**config.mk**
```make
export PLATFORM = sky130hd
export DESIGN_NAME = command_keyword_matcher_core
export DESIGN_NICKNAME = d
export VERILOG_FILES = /design/src/hdl/ckm_pkg.sv /design/src/hdl/ckm_line_tracker.sv /design/src/hdl/ckm_classifier.sv /design/src/hdl/command_keyword_matcher_core.sv
export SDC_FILE = /design/constraint.sdc
export NUM_CORES = 1
export LEC_CHECK = 0
export ABC_AREA = 1
export BUFFER_PORTS_ARGS = -buffer_cell sky130_fd_sc_hd__clkbuf_2
export CAP_MARGIN = 20
export CORE_ASPECT_RATIO = 0.9
export CORE_MARGIN = 2
export CORE_UTILIZATION = 56
export CTS_BUF_LIST = sky130_fd_sc_hd__clkbuf_2 sky130_fd_sc_hd__clkbuf_4 sky130_fd_sc_hd__clkbuf_8
export DETAILED_ROUTE_END_ITERATION = 6
export GPL_ROUTABILITY_DRIVEN = 0
export PLACE_DENSITY = 0.74
export REMOVE_ABC_BUFFERS = 1
export SLEW_MARGIN = 20
export SYNTH_ARGS = -nofsm -noshare
export SYNTH_HDL_FRONTEND = slang
export SYNTH_HIERARCHICAL = 1
export SYNTH_SLANG_ARGS = --single-unit
```
**constraint.sdc**
```tcl
create_clock -name clk_i -period 3.8 [get_ports clk_i]
set_input_delay 0.76 -clock clk_i [delete_from_list [all_inputs] [get_ports clk_i]]
set_output_delay 0.76 -clock clk_i [all_outputs]
set_load 0.02 [all_outputs]
```
**src/hdl/ckm_pkg.sv**
```systemverilog
// Package for the command keyword matcher.
// Holds field widths, the pattern table, the verdict codes and the link struct.
// No dependencies.
package ckm_pkg;

  localparam int unsigned PatternCount = 8;
  localparam int unsigned PatternSlots = 15;
  localparam int unsigned SymWidth     = 8;
  localparam int unsigned PosWidth     = 4;
  localparam int unsigned VerdictWidth = 2;
  localparam int unsigned IndexWidth   = 4;
  localparam int unsigned MaskWidth    = PatternCount + 1;
  localparam int unsigned OutWidth     = 8;

  localparam logic [PosWidth-1:0]  PosMax    = '1;
  localparam logic [MaskWidth-1:0] MaskReset = '1;
  localparam logic [SymWidth-1:0]  Wildcard  = 8'h2A;

  // Unused tail slots are wildcards; the length check rejects them.
  localparam logic [PatternSlots*SymWidth-1:0] PatternText [PatternCount] = '{
    "GETV***********",
    "FURQ***********",
    "MCPR***********",
    "MLRQ***********",
    "STOP***********",
    "FCRC***********",
    "REST***********",
    "CH*************"
  };

  localparam logic [PosWidth-1:0] PatternLen [PatternCount] = '{
    4'd8, 4'd8, 4'd14, 4'd8, 4'd8, 4'd12, 4'd8, 4'd8
  };

  typedef enum logic [VerdictWidth-1:0] {
    VERDICT_BLANK    = 2'd0,
    VERDICT_ENABLED  = 2'd1,
    VERDICT_DISABLED = 2'd2,
    VERDICT_WRONG    = 2'd3
  } verdict_e;

  typedef struct packed {
    logic                    valid;
    logic [PosWidth-1:0]     pos;
    logic [PatternCount-1:0] alive;
  } line_req_t;

  function automatic logic char_match(input int unsigned k,
                                      input logic [PosWidth-1:0] pos,
                                      input logic [SymWidth-1:0] sym);
    logic [SymWidth-1:0] pc;
    pc = PatternText[k][(PatternSlots-1-32'(pos))*SymWidth +: SymWidth];
    if (pos >= PatternLen[k]) begin
      return 1'b0;
    end
    return (pc == Wildcard) || (pc == sym);
  endfunction

endpackage

```
**src/hdl/ckm_line_tracker.sv**
```systemverilog
// Input register and per-line match state for the command keyword matcher.
// Depends on ckm_pkg.
module ckm_line_tracker (
  input  logic                         clk_i,
  input  logic                         rst_ni,
  input  logic                         s_valid_i,
  output logic                         s_ready_o,
  input  logic [ckm_pkg::SymWidth-1:0] s_symbol_i,
  input  logic                         s_last_i,
  input  logic                         cls_ready_i,
  output ckm_pkg::line_req_t           req_o
);
  import ckm_pkg::*;

  logic                    in_valid_q, in_valid_d;
  logic [SymWidth-1:0]     in_sym_q;
  logic                    in_last_q;
  logic [PosWidth-1:0]     pos_q, pos_d;
  logic [PatternCount-1:0] alive_q, alive_d;
  logic                    advance;

  assign advance   = in_valid_q && (!in_last_q || cls_ready_i);
  assign s_ready_o = !in_valid_q || advance;

  always_comb begin
    in_valid_d = s_ready_o ? s_valid_i : in_valid_q;
    pos_d      = pos_q;
    alive_d    = alive_q;
    if (advance) begin
      if (in_last_q) begin
        pos_d   = '0;
        alive_d = '1;
      end else begin
        for (int unsigned k = 0; k < PatternCount; k++) begin
          alive_d[k] = alive_q[k] && char_match(k, pos_q, in_sym_q);
        end
        if (pos_q != PosMax) begin
          pos_d = pos_q + 1'b1;
        end
      end
    end
  end

  always_ff @(posedge clk_i or negedge rst_ni) begin
    if (!rst_ni) begin
      in_valid_q <= 1'b0;
      pos_q      <= '0;
      alive_q    <= '1;
    end else begin
      in_valid_q <= in_valid_d;
      pos_q      <= pos_d;
      alive_q    <= alive_d;
    end
  end

  always_ff @(posedge clk_i) begin
    if (s_valid_i && s_ready_o) begin
      in_sym_q  <= s_symbol_i;
      in_last_q <= s_last_i;
    end
  end

  assign req_o.valid = in_valid_q && in_last_q;
  assign req_o.pos   = pos_q;
  assign req_o.alive = alive_q;

endmodule

```
**src/hdl/ckm_classifier.sv**
```systemverilog
// Line classification and result register for the command keyword matcher.
// Holds the enable mask. Depends on ckm_pkg.
module ckm_classifier (
  input  logic                              clk_i,
  input  logic                              rst_ni,
  input  logic                              cfg_we_i,
  input  logic [ckm_pkg::MaskWidth-1:0]     cfg_wdata_i,
  input  ckm_pkg::line_req_t                req_i,
  output logic                              ready_o,
  output logic                              m_valid_o,
  input  logic                              m_ready_i,
  output logic [ckm_pkg::VerdictWidth-1:0]  m_verdict_o,
  output logic [ckm_pkg::IndexWidth-1:0]    m_index_o
);
  import ckm_pkg::*;

  logic [MaskWidth-1:0]    mask_q;
  logic                    out_valid_q, out_valid_d;
  verdict_e                verdict_q, verdict_d;
  logic [IndexWidth-1:0]   index_q, index_d;
  logic [PatternCount-1:0] hit;
  logic                    found;

  assign ready_o = !out_valid_q || m_ready_i;

  always_comb begin
    for (int unsigned k = 0; k < PatternCount; k++) begin
      hit[k] = req_i.alive[k] && (req_i.pos == PatternLen[k]);
    end
    found     = 1'b0;
    verdict_d = VERDICT_WRONG;
    index_d   = '0;
    for (int unsigned k = 0; k < PatternCount; k++) begin
      if (hit[k] && !found) begin
        found     = 1'b1;
        index_d   = IndexWidth'(k + 1);
        verdict_d = mask_q[k] ? VERDICT_ENABLED : VERDICT_DISABLED;
      end
    end
    if (!found && req_i.pos == '0) begin
      verdict_d = mask_q[PatternCount] ? VERDICT_BLANK : VERDICT_DISABLED;
    end
    out_valid_d = ready_o ? req_i.valid : out_valid_q;
  end

  always_ff @(posedge clk_i or negedge rst_ni) begin
    if (!rst_ni) begin
      mask_q      <= MaskReset;
      out_valid_q <= 1'b0;
    end else begin
      if (cfg_we_i) begin
        mask_q <= cfg_wdata_i;
      end
      out_valid_q <= out_valid_d;
    end
  end

  always_ff @(posedge clk_i) begin
    if (req_i.valid && ready_o) begin
      verdict_q <= verdict_d;
      index_q   <= index_d;
    end
  end

  assign m_valid_o   = out_valid_q;
  assign m_verdict_o = verdict_q;
  assign m_index_o   = index_q;

endmodule

```
**src/hdl/command_keyword_matcher_core.sv**
```systemverilog
// Top level of the command keyword matcher.
// Instantiates ckm_line_tracker and ckm_classifier; depends on ckm_pkg.
//
// Usage:
//   Slave stream carries one character per word: tdata is the symbol,
//   tlast marks the line terminator (its tdata is ignored). The master
//   stream gives one result word per terminator; character words give none.
//   cfg_we_i writes the 9-bit command enable mask (bits 0-7 commands 1-8,
//   bit 8 blank); write it only while no line result is pending.
// Path: an accepted terminator waits in the input register, then its result is captured in the output register.
// Throughput: one word per cycle while no terminator waits on a held result. Each word is registered
//   on entry, all eight patterns are compared in parallel against it, and the
//   line result lands in a single output register.
// Reset: clears the line state (position 0, all patterns alive), sets the
//   enable mask to all ones and empties both registers.
// Stall: while m_axis_tready is low a held result blocks only the next
//   terminator; characters keep flowing until a terminator reaches the input
//   register, which then holds and drops s_axis_tready.
module command_keyword_matcher_core (
  input  logic                          clk_i,
  input  logic                          rst_ni,
  input  logic                          s_axis_tvalid,
  output logic                          s_axis_tready,
  input  logic [7:0]                    s_axis_tdata,  // [7:0] symbol
  input  logic                          s_axis_tlast,  // line_end
  output logic                          m_axis_tvalid,
  input  logic                          m_axis_tready,
  output logic [7:0]                    m_axis_tdata,  // [1:0] verdict, [5:2] command_index
  input  logic                          cfg_we_i,
  input  logic [ckm_pkg::MaskWidth-1:0] cfg_wdata_i
);
  import ckm_pkg::*;

  line_req_t               req;
  logic                    cls_ready;
  logic [VerdictWidth-1:0] verdict;
  logic [IndexWidth-1:0]   index;

  ckm_line_tracker u_tracker (
    .clk_i       (clk_i),
    .rst_ni      (rst_ni),
    .s_valid_i   (s_axis_tvalid),
    .s_ready_o   (s_axis_tready),
    .s_symbol_i  (s_axis_tdata),
    .s_last_i    (s_axis_tlast),
    .cls_ready_i (cls_ready),
    .req_o       (req)
  );

  ckm_classifier u_classifier (
    .clk_i       (clk_i),
    .rst_ni      (rst_ni),
    .cfg_we_i    (cfg_we_i),
    .cfg_wdata_i (cfg_wdata_i),
    .req_i       (req),
    .ready_o     (cls_ready),
    .m_valid_o   (m_axis_tvalid),
    .m_ready_i   (m_axis_tready),
    .m_verdict_o (verdict),
    .m_index_o   (index)
  );

  assign m_axis_tdata = {{(OutWidth-VerdictWidth-IndexWidth){1'b0}}, index, verdict};

endmodule

```
Yosys cells after proc, flatten, opt, wreduce, memory -nomap -nowiden
Index checks and enable logic that the tools add are counted.
{ "totals": {"regBits": 38, "inputBits": 23, "output_inout_bits": 10} }
{ "op_classes": {"addsub": 2, "magnitude_cmp": 3, "eq_ne": 20, "n_shift": 8, "muxes": 72, "reduce_logical": 53} }
{ "ops": {"columns": ["op", "n"], "rows": [
  ["$shiftx 120x33->8 const A", 8],
  ["$eq 8x6->1 const B", 8],
  ["$eq 8x8->1", 8],
  ["$mux 1", 45],
  ["$mux 2", 18],
  ["$mux 4", 8],
  ["$logic_and 1x1->1", 28],
  ["$eq 4x4->1 const B", 3],
  ["$ge 4x4->1 const B", 3],
  ["$logic_not 1->1", 11],
  ["$logic_or 1x1->1", 11],
  ["$mux 8", 1],
  ["$sub 4x4->5 const A", 1],
  ["$add 4x1->4 const B", 1],
  ["$logic_not 4->1", 1],
  ["$ne 4x4->1 const B", 1],
  ["$reduce_and 2->1", 1],
  ["$reduce_bool 2->1", 1]
]} }

Longest topological paths before layout
Gate-level depths: netlist (run 1).
{ "depth": {"word_depth": 27, "mapped_depth": 17, "depth_no_buf": 17} }

Modules after synthesis
Netlist (run 1), hierarchy kept.
{ "modules_own_cells": {"columns": ["module", "n_inst", "cells_each", "area_each_um2", "seq_area_each_um2"], "rows": [
  ["ckm_line_tracker", 1, 279, 1800.5, 605.6],
  ["ckm_classifier", 1, 112, 949.7, 441.7],
  ["command_keyword_matcher_core", 1, 3, 18.8, 0.0]
]} }

Worst setup path before layout (run 1)
OpenSTA, ideal clock, no wires.
{ "synth_path": {"path_type": "reg-to-reg", "startpoint": "reg u_tracker.pos_q[0]", "endpoint": "reg u_tracker.alive_q[1]", "setup_time_ps": 63, "arrival_ps": 2100, "required_time_ps": 3737, "path_slack_ps": 1637, "path_stages_with_launch": 18, "path_buffers": 0, "synth_period_minus_slack_ps": 2163, "cell_sequence": "dfrtp_1 > inv_1 > ha_1 > inv_1 > nand2_1 > nand2_4 > nand2_2 > nand2_2 > nand2_1 > nand2_1 > nand2_1 > nor2_1 > nand3_1 > nand2_1 > nand2_1 > nand2_1 > nand2_1 > nand2_1"} }
{ "synth_via": {"elab_chain_len": 9, "word_cells_on_any_way": 14} }
{ "synth_rtl": {"columns": ["item", "line_no", "text"], "rows": [
  ["start, declared", "ckm_line_tracker.sv:18", "logic [PosWidth-1:0] pos_q, pos_d;"],
  ["start signal, assigned", "ckm_line_tracker.sv:51", "pos_q <= pos_d;"],
  ["$sub 4x4->5 or $ge 4x4->1 (tied branches)", "ckm_pkg.sv:52, ckm_pkg.sv:53", null],
  ["$shiftx 120x33->8 or $mux 1 (tied branches)", "ckm_pkg.sv:52, ckm_pkg.sv:53", null],
  ["$eq 8x6->1, or another cell as far along", "ckm_pkg.sv:56", "return (pc == Wildcard) || (pc == sym);"],
  ["$logic_or 1x1->1 or $mux 1 (tied branches)", "ckm_pkg.sv:56, ckm_line_tracker.sv:29", null],
  ["$mux 1 *", "ckm_pkg.sv:56", null],
  ["$mux 1 *", "ckm_line_tracker.sv:30", "if (in_last_q) begin"],
  ["$mux 1 *", "ckm_line_tracker.sv:29", "if (advance) begin"],
  ["$logic_and 1x1->1 *", "ckm_line_tracker.sv:35", "alive_d[k] = alive_q[k] && char_match(k, pos_q, in_sym_q);"],
  ["$mux 8 *", "ckm_line_tracker.sv:30", null],
  ["end signal, assigned", "ckm_line_tracker.sv:52", "alive_q <= alive_d;"],
  ["end, declared", "ckm_line_tracker.sv:19", "logic [PatternCount-1:0] alive_q, alive_d;"]
]} }
Mark *: on every way between the ends. The rest lies on a longest branch, timed or not. The select of a mux whose other input is x is not followed.
A chain may end at the register's enable or synchronous reset.

Worst setup path after layout (run 1)
Same ends and word-level chain as after synthesis.

==> results of run 1 <==
-- metal layers --
layer | vias up | global-route usage
met3 | 9 | 0.04719
met1 | 1159 | 0.3645
li1 | 1323 | -
met2 | 137 | 0.3333
met5 | - | 0
met4 | 0 | 0.05848
-- critical path, stage by stage (launching register included) --
cell and delay [ns]:
dfrtp_1 0.54, ha_1 0.29, nand3_2 0.37, nand3_1 0.34, nand2_1 0.15, nand3_1 0.21
nand2_1 0.08, nand2_1 0.08, and2_0 0.13, nand3_1 0.08, nand2_1 0.06, nand2_1 0.05
nand2_1 0.07, nand2_1 0.05, nand2_1 0.05
-- synthesized netlist by cell type, drive strengths merged --
cell    number
xor2         5
inv         44
o21a         1
dfstp       17
o32ai        1
clkbuf       4
mux2         5
nand4       18
o22ai        3
nor2        33
buf          7
dfrtp        6
ha           3
edfxtp      15
nand3b       2
a21oi        7
conb         1
o21ai        7
clkinv       3
a31oi        1
nand3       50
o211ai       1
and2         1
nand2      156
nor3         3
-- kinds of logic after synthesis --
logic type,count (synthesis)
buffers and inverters,58
other,1
adders and majority gates,3
DFF,38
muxes,5
xor gates and xnor gates,5
AOI/OAI and AO/OA,21
and+or+nand+nor,263
-- path summary, 6_finish.rpt --
path	start	depth (start not counted)	slack [ns]	to
min in group clk_i	u_tracker/alive_q[6]$_DFFE_PN1P_	2	0.47	u_tracker/alive_q[6]$_DFFE_PN1P_
max in group asynchronous	rst_ni	1	2.97	u_classifier/mask_q[4]$_DFFE_PN1P_
worst max-delay path	u_tracker/pos_q[0]$_DFFE_PN0P_	14	1.19	u_tracker/alive_q[1]$_DFFE_PN1P_
worst max register to register	u_tracker/pos_q[0]$_DFFE_PN0P_	14	1.19	u_tracker/alive_q[1]$_DFFE_PN1P_
worst min-delay path	rst_ni	1	0.45	u_tracker/pos_q[3]$_DFFE_PN0P_
worst min register to register	u_tracker/alive_q[6]$_DFFE_PN1P_	2	0.47	u_tracker/alive_q[6]$_DFFE_PN1P_
-- final cells by class --
class | instances | area (um^2) | share of cell area
Tap cell | 65 | 81.33 | 0.02699
Clock buffer | 5 | 68.82 | 0.02284
Sequential cell | 38 | 1047 | 0.3476
Multi-Input combinational cell | 299 | 1473 | 0.4888
Timing Repair Buffer | 30 | 150.1 | 0.04983
Clock inverter | 3 | 16.27 | 0.005399
Inverter | 47 | 176.4 | 0.05855
-- sequential cells by signal (all words and copies together) (netlist names) --
| register | flops |
|---|---|
| u_classifier/mask_q | 9 |
| u_tracker/alive_q | 8 |
| u_tracker/in_sym_q | 8 |
| u_classifier/m_index_o | 4 |
| u_tracker/pos_q | 4 |
| u_classifier/m_verdict_o | 2 |
| u_classifier/m_valid_o | 1 |
| u_tracker/in_last_q | 1 |
| u_tracker/in_valid_q | 1 |
-- report_power, final --
| part | internal [uW] | switching (uW) | total (uW) |
|---|---|---|---|
| combinational | 185 | 372 | 556 |
| clock | 125 | 137 | 263 |
| sequential | 493 | 46.6 | 539 |
-- metrics by stage --
stage	setup slack, ns	hold WS, ns	power, uW
after floorplan	1.610	0.4418	964.2
after global placement	1.230	0.4526	1083
after detailed placement	1.276	0.4608	1090
after CTS	1.257	0.4609	1358
after global routing	0.9345	0.4806	1466
final	1.191	0.4539	1358
==> reports/metrics.yaml, run 1 <==
routing:
  routed_wl_um: 5941
  detail_route.wl_per_cell_um: 12.20
  wl_met1_um: 2811
  routed.top_layer: "met4"
  via_per_inst: 5.396
  drtIter0Drc: 259
  routed-via-count: 2628
  first_pass_iters: 5
  drc: 0
  ant_nets: 0
  wl_met2_um: 2437
  met3_length_um: 627
synthesis:
  syn_area_um2: 2769
  synthSimpleGateAreaFrac: 0.4302
  yosys.area.top_type_share: 0.1993
  synthCells: 394
  synth_xor_area_frac: 0.01582
  synthAdderAreaFrac: 0.01356
  ys_seq_area_frac: 0.3782
  synth_top_family_by_area: "simple AND/OR/NAND/NOR gates"
  yosysWarnings: 6
  synth_cell_types: 35
  synth_mux_area_frac: 0.02033
  syn_area_per_cell_um2: 7.028
  synth-compound-area-share: 0.04925
  synthTopCellsByArea: "nand2_1, edfxtp_1, dfstp_2"
  ys_ff_latch: 38
  yosys.area.top_type: "nand2_1"
die:
  die_width_um: 78.12
  die_y_um: 70.71
  std_cell_rows: 24
  start_util: 0.5763
  coreArea_um2: 4805
  dieArea_um2: 5524
  io_pins: 33
timing:
  slew_headroom: 0.5260
  fin_crit_ns: 2.609
  rsz0062_at_grt: "false"
  post-route-period-util: 0.6866
  hold_violations: 0
  fin_skew_ns: 0.005147
  max_slew.worst_pin.slew_ns: 0.7110
  tns_ns: 0
  finalSetupViolCount: 0
  fmax_ghz: 0.3833
  slew_violations: 0
clocking:
  clk_latency_ns: 0.28
  cts_tree: "yes"
  hold_buffers: 0
  cts_root_buf: "clkbuf_8"
  path_clk_slew_ns: 0.07
  htreeDepth: 2
  postCtsSetupBuffers: 0
  cts_resized: 0
  cts_buffer_depth: 2
  cts.sinks: 38
  cts_inserted_buffers: 5
final_layout:
  area_growth_syn_to_layout_pct: 8.812
  final_cell_mix: "nand2_1, nand3_1, inv_1, clkbuf_2, nor2_1"
  fin_nets: 447
  stdcell_count: 487
  final_util: 0.6271
  drive_gt1_frac: 0.1967
  final_area_um2: 3013
  n_fill_cell: 460
  final_common_cell: "nand2_1"
  n_antenna_cell: 0
global_routing:
  grtUsageTotal: 0.2338
  antenna_found_initial: 0
  grt_max_degree: 28
  grt_pass1_wl_um: 10340
  grt_pass1_vias: 2257
  grt-ovfl-total: 0
power_and_ir_drop:
  cellLeakagePower_uw: 0.001612
  power_density_nw_per_um2: 450.9
  vdd_drop_max_mv: 0.3456
placement:
  dp_hpwl_um: 4606
  port_buffers: 30
  dpl_cell_area_um2: 2928
  dp_cells: 479
setup_path:
  cp_max_fo: 21
  critPathCaptureType: "flop"
  path_class: "reg -> reg"
  startpoint_type: "flop"
  crit_arrival_ns: 2.83
  required_ns: 4.02
worst_hold_path:
  hold_path_class: "in -> async"
run:
  drv_cap: 0
outcome:
  status: "complete, no violations"
No activity file was read; power rests on OpenSTA's default activity.
==> run 2, diff against run 1 <==
--- a/config.mk
+++ b/config.mk
@@ -10,11 +10,11 @@
 export CAP_MARGIN = 20
 export CORE_ASPECT_RATIO = 0.9
 export CORE_MARGIN = 2
-export CORE_UTILIZATION = 56
+export CORE_UTILIZATION = 55
 export CTS_BUF_LIST = sky130_fd_sc_hd__clkbuf_2 sky130_fd_sc_hd__clkbuf_4 sky130_fd_sc_hd__clkbuf_8
 export DETAILED_ROUTE_END_ITERATION = 6
 export GPL_ROUTABILITY_DRIVEN = 0
-export PLACE_DENSITY = 0.74
+export PLACE_DENSITY = 0.76
 export REMOVE_ABC_BUFFERS = 1
 export SLEW_MARGIN = 20
 export SYNTH_ARGS = -nofsm -noshare
==> constraint.sdc (replaced) <==
create_clock -name clk_i -period 2.4 [get_ports clk_i]
set_input_delay 0.48 -clock clk_i [delete_from_list [all_inputs] [get_ports clk_i]]
set_output_delay 0.48 -clock clk_i [all_outputs]
set_load 0.02 [all_outputs]
==> run 2 against run 1 <==
- count of clock-buffer cells in the layout increased by 1
- sequential cell count unchanged
- critical path type unchanged
- total power increased by 68%
- setup slack got worse by 1.1 ns
- utilization increased by 2.3 points
- final cell count increased by 2.1%
- non-clock buffer count increased by 10
- global-route usage increased by 2.2 points
- critical path depth increased by 2
==> reports/metrics.yaml, run 2 (same netlist as run 1, synthesis figures left out) <==
global_routing:
  grt_pass1_vias: 2506  # was 2257
  grt_pass1_wl_um: 11430  # was 10340 um
  grtUsageTotal: 0.2560  # was 0.2338
  antenna_found_initial: 0  # unchanged
  grt-ovfl-total: 0  # unchanged
  grt_max_degree: 25  # was 28
timing:
  hold_violations: 0  # unchanged
  rsz0062_at_grt: "true"  # was false
  hold_ws_ns: 0.1723  # was 0.4539 ns
  fin_skew_ns: 0.006209  # was 0.005147 ns
  slew_headroom: 0.4973  # was 0.5260
  finalSetupViolCount: 0  # unchanged
  fmax_ghz: 0.4393  # was 0.3833 GHz
  worst_slack_ns: 0.1237  # was 1.191 ns
  slew_violations: 0  # unchanged
  fin_crit_ns: 2.276  # was 2.609 ns
  max_slew.worst_pin.slew_ns: 0.7540  # was 0.7110 ns
  post-route-period-util: 0.9485  # was 0.6866
setup_path:
  path_class: "reg -> reg"  # unchanged
  critical_path.top_delay_family: "simple AND/OR/NAND/NOR gates"  # unchanged
  max_stage_delay_ns: 0.45  # was 0.54 ns
  startpoint_type: "flop"  # unchanged
  cpMostUsedCell: "nand2_1"  # unchanged
  critPathBufInv: 1  # was 0
  crit_arrival_ns: 2.50  # was 2.83 ns
  cp_cell_sequence: "ha_1 -> nand3_2 -> nand2_1 -> nor2_1 -> nand2_1 -> nand2_1 -> nand2_1 -> inv_1 -> nand2_1 -> nor2_1 -> nand3_1 -> nand2_1 -> nand2_1 -> nand2_1 -> nand2_1 -> nand2_1"  # was ha_1 -> nand3_2 -> nand3_1 -> nand2_1 -> nand3_1 -> nand2_1 -> nand2_1 -> and2_0 -> nand3_1 -> nand2_1 -> nand2_1 -> nand2_1 -> nand2_1 -> nand2_1
  crit_path_top_delay_cell: "dfrtp_2"  # was dfrtp_1
  required_ns: 2.62  # was 4.02 ns
  cp_max_fo: 8  # was 21
  critPathCaptureType: "flop"  # unchanged
routing:
  met3_length_um: 674  # was 627 um
  via_per_inst: 5.511  # was 5.396
  first_pass_iters: 6  # was 5
  drtIter0Drc: 314  # was 259
  ant_nets: 0  # unchanged
  routed_wl_um: 6770  # was 5941 um
  drc: 0  # unchanged
  detail_route.wl_per_cell_um: 13.62  # was 12.20 um
  routed.top_layer: "met4"  # unchanged
  routed-via-count: 2739  # was 2628
  wl_met1_um: 3071  # was 2811 um
  wl_met2_um: 2998  # was 2437 um
clocking:
  hold_buffers: 0  # unchanged
  cts_buffer_depth: 2  # unchanged
  cts_tree: "yes"  # unchanged
  htreeDepth: 2  # unchanged
  cts_inserted_buffers: 5  # unchanged
  path_clk_slew_ns: 0.07  # about the same
  cts.sinks: 38  # unchanged
  clk_latency_ns: 0.29  # was 0.28 ns
  cts_root_buf: "clkbuf_8"  # unchanged
placement:
  dp_hpwl_um: 4973  # was 4606 um
  dp_slack_ns: 0.1254  # was 1.276 ns
  port_buffers: 30  # unchanged
  dpl_cell_area_um2: 2995  # was 2928 um^2
die:
  start_util: 0.5727  # was 0.5763
  dieArea_um2: 5619  # was 5524 um^2
  die_y_um: 71.31  # was 70.71 um
  die_width_um: 78.79  # was 78.12 um
  coreArea_um2: 4835  # was 4805 um^2
  io_pins: 33  # unchanged
  std_cell_rows: 24  # unchanged
final_layout:
  largest_reg_flops: 9  # unchanged
  drive_gt1_frac: 0.2315  # was 0.1967
  final_util: 0.6496  # was 0.6271
  n_fill_cell: 433  # was 460
  final_common_cell: "nand2_1"  # unchanged
  final_cell_mix: "nand2_1, nand3_1, inv_1, clkbuf_2, nor2_1"  # unchanged
  largest_register: "u_classifier/mask_q"  # unchanged
  fin_nets: 457  # was 447
  area_growth_syn_to_layout_pct: 13.42  # was 8.812%
  final_area_um2: 3141  # was 3013 um^2
  top_regs: "u_classifier/mask_q x9, u_tracker/alive_q x8, u_tracker/in_sym_q x8"  # unchanged
  n_antenna_cell: 0  # unchanged
power_and_ir_drop:
  cellLeakagePower_uw: 0.001668  # was 0.001612 uW
  power_density_nw_per_um2: 728.6  # was 450.9 nW/um^2
  vdd_drop_max_mv: 0.4428  # was 0.3456 mV
run:
  drv_cap: 0  # unchanged
outcome:
  status: "complete, no violations"  # unchanged
worst_hold_path:
  hold_path_class: "in -> async"  # unchanged
==> run 2: layer usage <==
layer  up-vias  track usage
met5         -            0
met4         0      0.05458
met3         2      0.06045
met2       158       0.3770
met1      1235       0.3867
li1       1344            -
==> run 2: power breakdown <==
part	internal, uW	total, uW	switching, uW	leakage, uW
Combinational	342	985	642	0.00122
Clock	231	459	228	0.0000472
Sequential	782	845	62.8	0.000397
==> run 2: final cells by class <==
cell class	instances	area (um^2)	share of cell area
clock inverters	2	12.51	0.003984
inverters	47	176.4	0.05618
repair buffers	40	225.2	0.07171
multi-input cells	299	1513	0.4817
well taps	65	81.33	0.02590
clock buffers	6	82.58	0.02629
flip-flops and latches	38	1050	0.3343
==> run 2: through the flow <==
stage               power [uW]  cells  TNS (ns)
global placement          1751    488         0
CTS                       2243    496         0
floorplan                 1527    384         0
finish                    2288    497         0
detailed placement        1775    488         0
global route              2456    497  -0.06001
==> run 2: final timing paths <==
check | from | end | slack [ns] | cells past startpoint
worst max-delay path | u_tracker/pos_q[0]$_DFFE_PN0P_ | u_tracker/alive_q[4]$_DFFE_PN1P_ | 0.12 | 16
worst min-delay path | rst_ni | u_tracker/pos_q[2]$_DFFE_PN0P_ | 0.17 | 1
worst max register to register | u_tracker/pos_q[0]$_DFFE_PN0P_ | u_tracker/alive_q[4]$_DFFE_PN1P_ | 0.12 | 16
worst min register to register | u_tracker/alive_q[6]$_DFFE_PN1P_ | u_tracker/alive_q[6]$_DFFE_PN1P_ | 0.47 | 2
min in group clk_i | s_axis_tdata[7] | u_tracker/in_sym_q[7]$_DFFE_PP_ | 0.36 | 1
max in group asynchronous | rst_ni | u_tracker/pos_q[1]$_DFFE_PN0P_ | 1.83 | 1
==> run 2: worst reg2reg max path, stage by stage, from the launching register on <==
cell	delay [ns]
dfrtp_2	0.45
ha_1	0.27
nand3_2	0.20
nand2_1	0.28
nor2_1	0.21
nand2_1	0.07
nand2_1	0.06
nand2_1	0.05
inv_1	0.05
nand2_1	0.05
nor2_1	0.14
nand3_1	0.09
nand2_1	0.07
nand2_1	0.06
nand2_1	0.06
nand2_1	0.06
nand2_1	0.06
==> run 2: timing repair <==
action,4_1_cts,5_1_grt
setup endpoints to repair,0,8
buffers inserted,0,1
resized for setup,0,10
